### config.mk
export PLATFORM = sky130hd
export DESIGN_NAME = point_cloud_box_normalizer_core
export DESIGN_NICKNAME = d
export VERILOG_FILES = /design/src/hdl/pcbn_pkg.sv /design/src/hdl/point_cloud_box_normalizer_core.sv /design/src/hdl/pcbn_front.sv /design/src/hdl/pcbn_div.sv /design/src/hdl/pcbn_back.sv
export SDC_FILE = /design/constraint.sdc
export NUM_CORES = 2
export LEC_CHECK = 0
export BUFFER_PORTS_ARGS = -buffer_cell sky130_fd_sc_hd__buf_4
export CAP_MARGIN = 30
export CELL_PAD_IN_SITES_DETAIL_PLACEMENT = 1
export CELL_PAD_IN_SITES_GLOBAL_PLACEMENT = 1
export CORE_MARGIN = 1
export CORE_UTILIZATION = 56
export CTS_CLUSTER_DIAMETER = 200
export DETAILED_ROUTE_END_ITERATION = 16
export PLACE_DENSITY = 0.87
export SYNTH_ARGS = -nofsm -noshare
export SYNTH_HDL_FRONTEND = slang
export SYNTH_SLANG_ARGS = --single-unit
### constraint.sdc
create_clock -name clock -period 23.5 [get_ports clock]
set_clock_uncertainty 0.15 [all_clocks]
set_input_delay 0 -clock clock [delete_from_list [all_inputs] [get_ports clock]]
set_output_delay 0 -clock clock [all_outputs]
set_load 0.01 [all_outputs]
### src/hdl/pcbn_pkg.sv
`timescale 1ns / 1ps

package pcbn_pkg;

   // what a request asks the back end to do
   typedef enum logic {
      KIND_MEASURE   = 1'b0,
      KIND_TRANSFORM = 1'b1
   } kind_type;

   // head of the request queue as the back end sees it
   typedef struct packed {
      logic     valid;
      kind_type kind;
      logic     final_point;
   } head_ctrl_type;

   typedef enum logic [3:0] {
      ST_IDLE,
      ST_MEASURE,
      ST_CENTER,
      ST_SCALE,
      ST_DIVIDE,
      ST_DIFF,
      ST_MUL,
      ST_STORE,
      ST_RESULT
   } back_state_type;

   localparam int NUM_AXES      = 3;
   localparam int AXIS_W        = 2;
   localparam logic [AXIS_W-1:0] AXIS_FIRST = 2'd0;
   localparam logic [AXIS_W-1:0] AXIS_LAST  = 2'd2;

   localparam int QUEUE_DEPTH   = 2;
   localparam int QUEUE_PTR_W   = 1;
   localparam int QUEUE_CNT_W   = 2;

endpackage

### src/hdl/point_cloud_box_normalizer_core.sv
`timescale 1ns / 1ps
// Bounding-box normalizer: maps a point cloud into the cube [-1, +1]^3.
// Request channel (req_*): tuser selects measure (0) or transform (1), tlast
// marks the last point of a pass, tdata carries x, y, z in signed fixed point.
// Measure requests grow a per-axis min/max box and return nothing; the measure
// request with tlast set closes the pass and latches the center and one
// uniform scale. Transform requests return (p - center) * scale, clamped to
// +/-1.0, on the response channel (rsp_*), with tlast copied from the request.
// Flow: a two-entry request queue feeds the sequencer. A transform works one
// axis at a time (difference, product, store) through one shared subtractor
// and multiplier, then loads the output register. Closing a pass runs the
// per-axis center step, then the bit-serial divider that forms the scale.
// Reset clears the box, center and scale to zero, so transforms before any
// closed pass return zero. When the receiver stalls the response register
// holds; the queue keeps taking requests until both entries are full.
module point_cloud_box_normalizer_core import pcbn_pkg::*; #(
   parameter int COORD_WIDTH = 32,
   parameter int FRAC_BITS   = 16,
   localparam int IN_DATA_W  = ((3*COORD_WIDTH + 7) / 8) * 8,
   localparam int OUT_DATA_W = ((3*(FRAC_BITS+2) + 7) / 8) * 8
) (
   input  logic                  clock,
   input  logic                  reset,
   input  logic                  req_tvalid,
   output logic                  req_tready,
   input  logic [IN_DATA_W-1:0]  req_tdata,   // px, py, pz, zero pad
   input  logic                  req_tuser,   // action
   input  logic                  req_tlast,   // final_point
   output logic                  rsp_tvalid,
   input  logic                  rsp_tready,
   output logic [OUT_DATA_W-1:0] rsp_tdata,   // nx, ny, nz, zero pad
   output logic                  rsp_tlast    // end_of_run
);

   localparam int OW = FRAC_BITS + 2;

   head_ctrl_type                head_ctrl;
   logic [3*COORD_WIDTH-1:0]     head_point;
   logic                         head_pop;
   logic [3*OW-1:0]              rsp_data;

   pcbn_front #(
      .COORD_WIDTH (COORD_WIDTH)
   ) u_front (
      .clock      (clock),
      .reset      (reset),
      .req_tvalid (req_tvalid),
      .req_tready (req_tready),
      .req_point  (req_tdata[3*COORD_WIDTH-1:0]),
      .req_tuser  (req_tuser),
      .req_tlast  (req_tlast),
      .head_ctrl  (head_ctrl),
      .head_point (head_point),
      .head_pop   (head_pop)
   );

   pcbn_back #(
      .COORD_WIDTH (COORD_WIDTH),
      .FRAC_BITS   (FRAC_BITS)
   ) u_back (
      .clock      (clock),
      .reset      (reset),
      .head_ctrl  (head_ctrl),
      .head_point (head_point),
      .head_pop   (head_pop),
      .rsp_tvalid (rsp_tvalid),
      .rsp_tready (rsp_tready),
      .rsp_data   (rsp_data),
      .rsp_tlast  (rsp_tlast)
   );

   assign rsp_tdata = OUT_DATA_W'(rsp_data);

endmodule

### src/hdl/pcbn_front.sv
`timescale 1ns / 1ps

module pcbn_front import pcbn_pkg::*; #(
   parameter int COORD_WIDTH = 32
) (
   input  logic                     clock,
   input  logic                     reset,
   input  logic                     req_tvalid,
   output logic                     req_tready,
   input  logic [3*COORD_WIDTH-1:0] req_point,
   input  logic                     req_tuser,
   input  logic                     req_tlast,
   output head_ctrl_type            head_ctrl,
   output logic [3*COORD_WIDTH-1:0] head_point,
   input  logic                     head_pop
);

   localparam int PW = 3*COORD_WIDTH;
   localparam logic [QUEUE_CNT_W-1:0] CNT_FULL = QUEUE_CNT_W'(QUEUE_DEPTH);

   logic [PW-1:0]          point_ff [QUEUE_DEPTH];
   kind_type               kind_ff  [QUEUE_DEPTH];
   logic                   last_ff  [QUEUE_DEPTH];
   logic [QUEUE_PTR_W-1:0] wr_ptr_ff, wr_ptr_in;
   logic [QUEUE_PTR_W-1:0] rd_ptr_ff, rd_ptr_in;
   logic [QUEUE_CNT_W-1:0] count_ff, count_in;
   logic                   push;
   logic                   pop;

   assign req_tready = (count_ff != CNT_FULL);
   assign push       = req_tvalid && req_tready;
   assign pop        = head_pop && (count_ff != '0);

   always_comb begin
      wr_ptr_in = push ? wr_ptr_ff + 1'b1 : wr_ptr_ff;
      rd_ptr_in = pop ? rd_ptr_ff + 1'b1 : rd_ptr_ff;
      count_in  = count_ff;
      if (push && !pop) begin
         count_in = count_ff + 1'b1;
      end else if (pop && !push) begin
         count_in = count_ff - 1'b1;
      end
   end

   always_ff @(posedge clock) begin
      if (reset) begin
         wr_ptr_ff <= '0;
         rd_ptr_ff <= '0;
         count_ff  <= '0;
      end else begin
         wr_ptr_ff <= wr_ptr_in;
         rd_ptr_ff <= rd_ptr_in;
         count_ff  <= count_in;
      end
   end

   // classify on entry: tuser picks measure or transform
   always_ff @(posedge clock) begin
      if (push) begin
         point_ff[wr_ptr_ff] <= req_point;
         kind_ff[wr_ptr_ff]  <= kind_type'(req_tuser);
         last_ff[wr_ptr_ff]  <= req_tlast;
      end
   end

   assign head_ctrl.valid       = (count_ff != '0);
   assign head_ctrl.kind        = kind_ff[rd_ptr_ff];
   assign head_ctrl.final_point = last_ff[rd_ptr_ff];
   assign head_point            = point_ff[rd_ptr_ff];

endmodule

### src/hdl/pcbn_div.sv
`timescale 1ns / 1ps

module pcbn_div #(
   parameter int COORD_WIDTH = 32,
   parameter int FRAC_BITS   = 16
) (
   input  logic                     clock,
   input  logic                     reset,
   input  logic                     start,
   input  logic [COORD_WIDTH-1:0]   divisor,
   output logic                     done,
   output logic [2*FRAC_BITS+1:0]   quotient
);

   // restoring division of 2^(2*FRAC_BITS+1) by divisor, one bit a cycle
   localparam int CW    = COORD_WIDTH;
   localparam int QW    = 2*FRAC_BITS + 2;
   localparam int CNT_W = $clog2(QW + 1);
   localparam logic [CNT_W-1:0] CNT_START = CNT_W'(QW);
   localparam logic [CNT_W-1:0] CNT_ONE   = CNT_W'(1);

   logic [CW-1:0]    rem_ff, rem_in;
   logic [QW-1:0]    quo_ff, quo_in;
   logic [CNT_W-1:0] cnt_ff, cnt_in;
   logic             done_ff, done_in;
   logic [CW:0]      trial;
   logic             fits;
   logic             dividend_bit;

   // the dividend has a single one, in its top bit
   assign dividend_bit = (cnt_ff == CNT_START);
   assign trial        = {rem_ff, dividend_bit};
   assign fits         = (trial >= {1'b0, divisor});

   always_comb begin
      rem_in  = rem_ff;
      quo_in  = quo_ff;
      cnt_in  = cnt_ff;
      done_in = 1'b0;
      if (start) begin
         rem_in = '0;
         quo_in = '0;
         cnt_in = CNT_START;
      end else if (cnt_ff != '0) begin
         rem_in  = fits ? CW'(trial - {1'b0, divisor}) : trial[CW-1:0];
         quo_in  = {quo_ff[QW-2:0], fits};
         cnt_in  = cnt_ff - 1'b1;
         done_in = (cnt_ff == CNT_ONE);
      end
   end

   always_ff @(posedge clock) begin
      if (reset) begin
         cnt_ff  <= '0;
         done_ff <= 1'b0;
      end else begin
         cnt_ff  <= cnt_in;
         done_ff <= done_in;
      end
   end

   always_ff @(posedge clock) begin
      rem_ff <= rem_in;
      quo_ff <= quo_in;
   end

   assign done     = done_ff;
   assign quotient = quo_ff;

endmodule

### src/hdl/pcbn_back.sv
`timescale 1ns / 1ps

module pcbn_back import pcbn_pkg::*; #(
   parameter int COORD_WIDTH = 32,
   parameter int FRAC_BITS   = 16
) (
   input  logic                         clock,
   input  logic                         reset,
   input  head_ctrl_type                head_ctrl,
   input  logic [3*COORD_WIDTH-1:0]     head_point,
   output logic                         head_pop,
   output logic                         rsp_tvalid,
   input  logic                         rsp_tready,
   output logic [3*(FRAC_BITS+2)-1:0]   rsp_data,
   output logic                         rsp_tlast
);

   localparam int CW = COORD_WIDTH;
   localparam int F  = FRAC_BITS;
   localparam int OW = F + 2;
   localparam int QW = 2*F + 2;
   localparam int PW = 4*F;
   localparam int MW = CW + 1 + 2*F;
   localparam logic [F:0] ONE = {1'b1, {F{1'b0}}};

   back_state_type state_ff, state_in;
   logic [AXIS_W-1:0] axis_ff, axis_in;

   logic signed [CW-1:0] low_ff    [NUM_AXES];
   logic signed [CW-1:0] high_ff   [NUM_AXES];
   logic signed [CW-1:0] center_ff [NUM_AXES];
   logic signed [CW-1:0] pt_ff     [NUM_AXES];
   logic [OW-1:0]        res_ff    [NUM_AXES];
   logic [QW-1:0]        scale_ff;
   logic                 started_ff;
   logic                 fin_ff;
   logic [CW-1:0]        maxe_ff, maxe_in;
   logic [CW:0]          mag_ff, mag_in;
   logic                 neg_ff;
   logic [PW-1:0]        prod_ff, prod_in;
   logic                 sat_ff, sat_in;
   logic                 rsp_valid_ff;
   logic [3*OW-1:0]      rsp_data_ff;
   logic                 rsp_last_ff;

   // sequencer controls
   logic load_item, do_measure, do_center, do_scale_zero, div_start, load_scale;
   logic do_diff, do_mul, do_store, load_rsp;
   logic rsp_free;
   logic div_done;
   logic [QW-1:0] quotient;

   // per-axis datapath
   logic signed [CW:0] sum_hl, ext_hl, diff;
   logic [CW-1:0]      ext;
   logic [MW-1:0]      mag_ext;
   logic [2*F-1:0]     mag_lo;
   logic               mag_big;
   logic               sat_all;
   logic [F:0]         res_mag;
   logic [OW-1:0]      res_ext, res_in;

   assign rsp_free = !rsp_valid_ff || rsp_tready;

   always_comb begin
      state_in = state_ff;
      unique case (state_ff)
         ST_IDLE: begin
            if (head_ctrl.valid) begin
               state_in = (head_ctrl.kind == KIND_MEASURE) ? ST_MEASURE : ST_DIFF;
            end
         end
         ST_MEASURE: state_in = fin_ff ? ST_CENTER : ST_IDLE;
         ST_CENTER: begin
            if (axis_ff == AXIS_LAST) begin
               state_in = ST_SCALE;
            end
         end
         ST_SCALE:  state_in = (maxe_ff != '0) ? ST_DIVIDE : ST_IDLE;
         ST_DIVIDE: begin
            if (div_done) begin
               state_in = ST_IDLE;
            end
         end
         ST_DIFF:   state_in = ST_MUL;
         ST_MUL:    state_in = ST_STORE;
         ST_STORE:  state_in = (axis_ff == AXIS_LAST) ? ST_RESULT : ST_DIFF;
         ST_RESULT: begin
            if (rsp_free) begin
               state_in = ST_IDLE;
            end
         end
         default:   state_in = ST_IDLE;
      endcase
   end

   always_comb begin
      load_item     = 1'b0;
      do_measure    = 1'b0;
      do_center     = 1'b0;
      do_scale_zero = 1'b0;
      div_start     = 1'b0;
      load_scale    = 1'b0;
      do_diff       = 1'b0;
      do_mul        = 1'b0;
      do_store      = 1'b0;
      load_rsp      = 1'b0;
      axis_in       = axis_ff;
      unique case (state_ff)
         ST_IDLE: begin
            load_item = head_ctrl.valid;
            axis_in   = AXIS_FIRST;
         end
         ST_MEASURE: begin
            do_measure = 1'b1;
            axis_in    = AXIS_FIRST;
         end
         ST_CENTER: begin
            do_center = 1'b1;
            axis_in   = axis_ff + 1'b1;
         end
         ST_SCALE: begin
            do_scale_zero = (maxe_ff == '0);
            div_start     = (maxe_ff != '0);
         end
         ST_DIVIDE: load_scale = div_done;
         ST_DIFF:   do_diff = 1'b1;
         ST_MUL:    do_mul = 1'b1;
         ST_STORE: begin
            do_store = 1'b1;
            axis_in  = axis_ff + 1'b1;
         end
         ST_RESULT: load_rsp = rsp_free;
         default: begin
         end
      endcase
   end

   assign head_pop = load_item;

   always_ff @(posedge clock) begin
      if (reset) begin
         state_ff <= ST_IDLE;
         axis_ff  <= AXIS_FIRST;
      end else begin
         state_ff <= state_in;
         axis_ff  <= axis_in;
      end
   end

   // box bookkeeping; the first point of a pass seeds the box
   always_ff @(posedge clock) begin
      if (reset) begin
         started_ff <= 1'b0;
         scale_ff   <= '0;
         for (int i = 0; i < NUM_AXES; i++) begin
            low_ff[i]    <= '0;
            high_ff[i]   <= '0;
            center_ff[i] <= '0;
         end
      end else begin
         if (do_measure) begin
            for (int i = 0; i < NUM_AXES; i++) begin
               if (!started_ff || (pt_ff[i] < low_ff[i])) begin
                  low_ff[i] <= pt_ff[i];
               end
               if (!started_ff || (pt_ff[i] > high_ff[i])) begin
                  high_ff[i] <= pt_ff[i];
               end
            end
            started_ff <= !fin_ff;
         end
         if (do_center) begin
            center_ff[axis_ff] <= sum_hl[CW:1];
         end
         if (do_scale_zero) begin
            scale_ff <= '0;
         end else if (load_scale) begin
            scale_ff <= quotient;
         end
      end
   end

   // floor of the midpoint, extent is never negative
   assign sum_hl = {high_ff[axis_ff][CW-1], high_ff[axis_ff]}
                 + {low_ff[axis_ff][CW-1], low_ff[axis_ff]};
   assign ext_hl = {high_ff[axis_ff][CW-1], high_ff[axis_ff]}
                 - {low_ff[axis_ff][CW-1], low_ff[axis_ff]};
   assign ext    = ext_hl[CW-1:0];

   always_comb begin
      maxe_in = maxe_ff;
      if (do_measure) begin
         maxe_in = '0;
      end else if (do_center && (ext > maxe_ff)) begin
         maxe_in = ext;
      end
   end

   pcbn_div #(
      .COORD_WIDTH (COORD_WIDTH),
      .FRAC_BITS   (FRAC_BITS)
   ) u_div (
      .clock    (clock),
      .reset    (reset),
      .start    (div_start),
      .divisor  (maxe_ff),
      .done     (div_done),
      .quotient (quotient)
   );

   // transform: difference, product, clamp, one axis at a time
   assign diff   = {pt_ff[axis_ff][CW-1], pt_ff[axis_ff]}
                 - {center_ff[axis_ff][CW-1], center_ff[axis_ff]};
   assign mag_in = diff[CW] ? (CW+1)'(-diff) : diff;

   assign mag_ext = {{(2*F){1'b0}}, mag_ff};
   assign mag_big = |mag_ext[MW-1:2*F];
   assign mag_lo  = mag_ext[2*F-1:0];
   assign sat_in  = ((mag_ff != '0) && (|scale_ff[QW-1:2*F]))
                 || ((scale_ff != '0) && mag_big);
   assign prod_in = {{(2*F){1'b0}}, mag_lo} * {{(2*F){1'b0}}, scale_ff[2*F-1:0]};

   assign sat_all = sat_ff || (|prod_ff[PW-1:2*F]);
   assign res_mag = sat_all ? ONE : {1'b0, prod_ff[2*F-1:F]};
   assign res_ext = {1'b0, res_mag};
   assign res_in  = neg_ff ? OW'(-res_ext) : res_ext;

   always_ff @(posedge clock) begin
      maxe_ff <= maxe_in;
      if (load_item) begin
         for (int i = 0; i < NUM_AXES; i++) begin
            pt_ff[i] <= head_point[i*CW +: CW];
         end
         fin_ff <= head_ctrl.final_point;
      end
      if (do_diff) begin
         mag_ff <= mag_in;
         neg_ff <= diff[CW];
      end
      if (do_mul) begin
         prod_ff <= prod_in;
         sat_ff  <= sat_in;
      end
      if (do_store) begin
         res_ff[axis_ff] <= res_in;
      end
   end

   // output register, holds while the receiver stalls
   always_ff @(posedge clock) begin
      if (reset) begin
         rsp_valid_ff <= 1'b0;
      end else if (load_rsp) begin
         rsp_valid_ff <= 1'b1;
      end else if (rsp_tready) begin
         rsp_valid_ff <= 1'b0;
      end
   end

   always_ff @(posedge clock) begin
      if (load_rsp) begin
         rsp_data_ff <= {res_ff[2], res_ff[1], res_ff[0]};
         rsp_last_ff <= fin_ff;
      end
   end

   assign rsp_tvalid = rsp_valid_ff;
   assign rsp_data   = rsp_data_ff;
   assign rsp_tlast  = rsp_last_ff;

endmodule

==> qor.csv <==
metric,value,unit
"Primary FF master, synth",edfxtp_1,
Setup TNS Final,0,ns
Clock transition at path regs,0.07,ns
Inserted Clock Buffers,103,
Switching Share,49.9,%
CP cell instances,"buf_4, mux2i_1, o21ai_0, ha_1, and3_1, nand2_1, o21ai_0, or3_1, o21ai_0, nand3_1, a41o_1, xnor2_1, ha_1, nand4_1, or2_2, nor3_1, o31a_1, nand2_1, nand3_1, a21bo_2",
number of global-route vias before repair,73200,
Skew-Pair Late Insertion Delay,0.81,ns
"slowest stage delay, CP",1.30,ns
fin cells,10200,
# nets final,9823,
first-pass GRT wire length,457000,um
initial antenna violation count,39,
Int Pwr,0.00551,W
Slew headroom,-16.2,%
outcome,finished with violations,
area grow syn2layout,10.7,%
Final Hold Fails,0,
violated checks,"capacitance limit, slew limit",
ranking of synthesized cells by area,"edfxtp_1 29%, fa_1 22%, ha_1 9.4%",
CTS tree,done,
combinational power share,56.5,%
Hold WC Path Type,input port to register,
fillers,15400,
Final Setup Violations,0,
total wire length,322000,um
syn avg cell area,10.3,sq um
crit end category,register,
Post-synth EDFFs,805,
setup repair bufs after CTS,0,
worst slew pin tran,1.73,ns
# port buffers,158,
GPL Wtd Cong,0.926,
Power Density,120,nW/um^2
#FFs+latches synth,959,
# DRC,0,
register area share after synthesis,33.0,%
Seq pwr share,27.0,%
crit-path most repeated cell,o21ai_0,
DR pass1 iterations,7,
Max VDD drop,0.118,mV
WHS,0.100,ns
Cell Rows,140,
crit start category,register,
clock sinks,959,
Clock power frac,16.5,%
largest net degree at the start of global routing,99,
Die Span Y,386,um
RSZ-0062 raised after global routing,no,
ratio of cells with drive above 1 in the final layout,7.71,%
# IOs,161,
gr usage total,41.5,%
YS warnings,0,
Pleak,39.6,nW
crit path DAT,9.81,ns
depth of the CTS H-tree,3,
Placeable Area,146000,sq um
Switch Pwr,0.00549,W
drt wl/cell,31.5,um
clock root buffer master,clkbuf_16,
pre-CTS setup slack,14.48,ns
Die ar.,149000,sq um
Mapped Area,82600,sq um
Post-synth ARST share,0,%
hpwl dp,198000,um
max-slew violations,5,
FMAX,108,MHz
die width,386,um
Worst EP required,24.03,ns
clk buf depth,3,
placed cell count,9794,
Initial Utilization,56.6,%
drt first-iter violations,7169,
grt total ovfl,0,
min setup slack post-route,14.22,ns
Unique masters post-synth,92,
crit path max-delay cell type,mux2i_1,
max-cap violations,2,
"area leader, netlist",edfxtp_1,
post-route minimum period,9.28,ns
period utilization,39.5,%
Routed Antenna Nets,0,
DR vias,66600,
Crit Path Category,register to register,
Post-Synthesis Cells,8017,
top-area cell type share of the netlist area,29.3,%
"Max FO, Critical Path",45,
drt via density,6.52,
==> state kept, by name, summed over array words and instances (netlist names), 2 cells and up, named ones only <==
| signal | count |
|---|---|
| u_back.center_ff | 128 |
| u_back.high_ff | 96 |
| u_back.maxe_ff | 32 |
| rsp_tdata | 54 |
| u_back.res_ff | 54 |
| u_front.point_ff | 192 |
| u_back.prod_ff | 48 |
| u_back.u_div.rem_ff | 32 |
| u_back.axis_ff | 2 |
| u_back.mag_ff | 33 |
| u_back.u_div.cnt_ff | 6 |
| u_front.count_ff | 2 |
| u_front.last_ff | 2 |
| u_back.u_div.quotient | 34 |
| u_front.kind_ff | 2 |
| u_back.scale_ff | 34 |
| u_back.low_ff | 96 |
| u_back.pt_ff | 96 |
| u_back.state_ff | 4 |
==> worst paths after layout <==
path	start	end	slack, ns	cells after the start
max reg2reg	register	u_back.maxe_ff[29]	14.22	20
min reg2reg	u_back.res_ff[1][6]	rsp_tdata[24]	0.23	0
min	rsp_tready	u_back.state_ff[3]	0.10	5
max	register	u_back.maxe_ff[29]	14.22	20
==> placed cells by master (no fill, tap or decap), types with 51 or more instances in the layout <==
master and instances:
xnor2_1 141, o21ai_0 208, nor3b_1 97, a21o_1 135, edfxtp_1 805, xor2_1 56, nand2_1 871, buf_4 272
dlygate4sd3_1 202, clkbuf_16 103, ha_1 619, nor2_1 337, mux2_2 99, dfxtp_1 148, mux2i_1 108, fa_1 899
and2_1 664, nor3_1 53, a21oi_1 360, a211oi_1 51, inv_1 1260, nand4_1 75, o21a_1 53
==> through the flow <==
stage	util [%]	instance area, sq um	power (W)
after detailed placement	58.6	85600	0.00826
after floorplan	-	82600	0.00645
final	62.6	91500	0.0110
after CTS	62.4	91200	0.0101
after global routing	62.6	91400	0.0113
after global placement	58.6	85600	0.00786
==> critical path: cells and delay by family (launching register included) <==
kind            cells  cell delay [ns]
simple gates        9             2.56
compound gates      6             2.10
mux                 1             1.30
fa+ha+maj           2             0.82
buf+inv             1             0.77
xor+xnor            1             0.75
flops               1             0.67
==> kinds of logic after synthesis <==
kind of cell	Yosys count	synth area share [%]
flops	959	33.0
mux	239	3.53
xor+xnor	199	2.13
other cells	1	0.00454
compound gates	1055	8.11
fa+ha+maj	1518	31.1
simple gates	2377	14.5
buf+inv	1669	7.61
==> synth_stat cells (48+ instances only) <==
cell type / number
clkbuf_1: 384
xnor2_1: 141
o21a_1: 53
nor3b_1: 97
edfxtp_1: 805
fa_1: 899
mux2_2: 99
nand4_1: 75
a21oi_1: 360
nor2_1: 340
a211oi_1: 52
inv_1: 1261
ha_1: 619
nand2_1: 872
a21o_1: 135
mux2i_1: 108
o21ai_0: 208
nand3_1: 48
xor2_1: 56
dfxtp_1: 154
nor3_1: 54
and2_1: 665
==> area by class of cell <==
type	count	area, sq um	share of cell area, %
Multi-Input combinational cell	5390	49200	53.8
Timing Repair Buffer	488	4280	4.68
Tap cell	1917	2400	2.62
Antenna cell	15	37.5	0.0410
Sequential cell	959	27300	29.8
Clock inverter	67	861	0.941
Clock buffer	119	2670	2.92
Inverter	1261	4740	5.18
==> layer usage <==
layer  global-route usage, %  routed length [um]  vias up
li1                        -                   -    26600
met1                    44.8              105000    33500
met2                    68.7              151000     4514
met3                    11.7               33600     1931
met4                    32.9               32500       44
met5                       0                 474        -
==> what timing repair did <==
| item | CTS | global route |
|---|---|---|
| setup endpoints to repair | 0 | 0 |
| hold endpoints to repair | 284 | 0 |
| hold buffers | 202 | 0 |
| resized for setup | 0 | 0 |
==> power by group through the flow <==
stage | logic (W) | registers (W) | clock network [W]
2_1_floorplan | 0.00378 | 0.00266 | 0
5_1_grt | 0.00648 | 0.00295 | 0.00185
3_3_place_gp | 0.00504 | 0.00282 | 0
6_report | 0.00621 | 0.00297 | 0.00182
4_1_cts | 0.00557 | 0.00284 | 0.00173
3_5_place_dp | 0.00541 | 0.00286 | 0
Power figures use the tool's default switching activity.
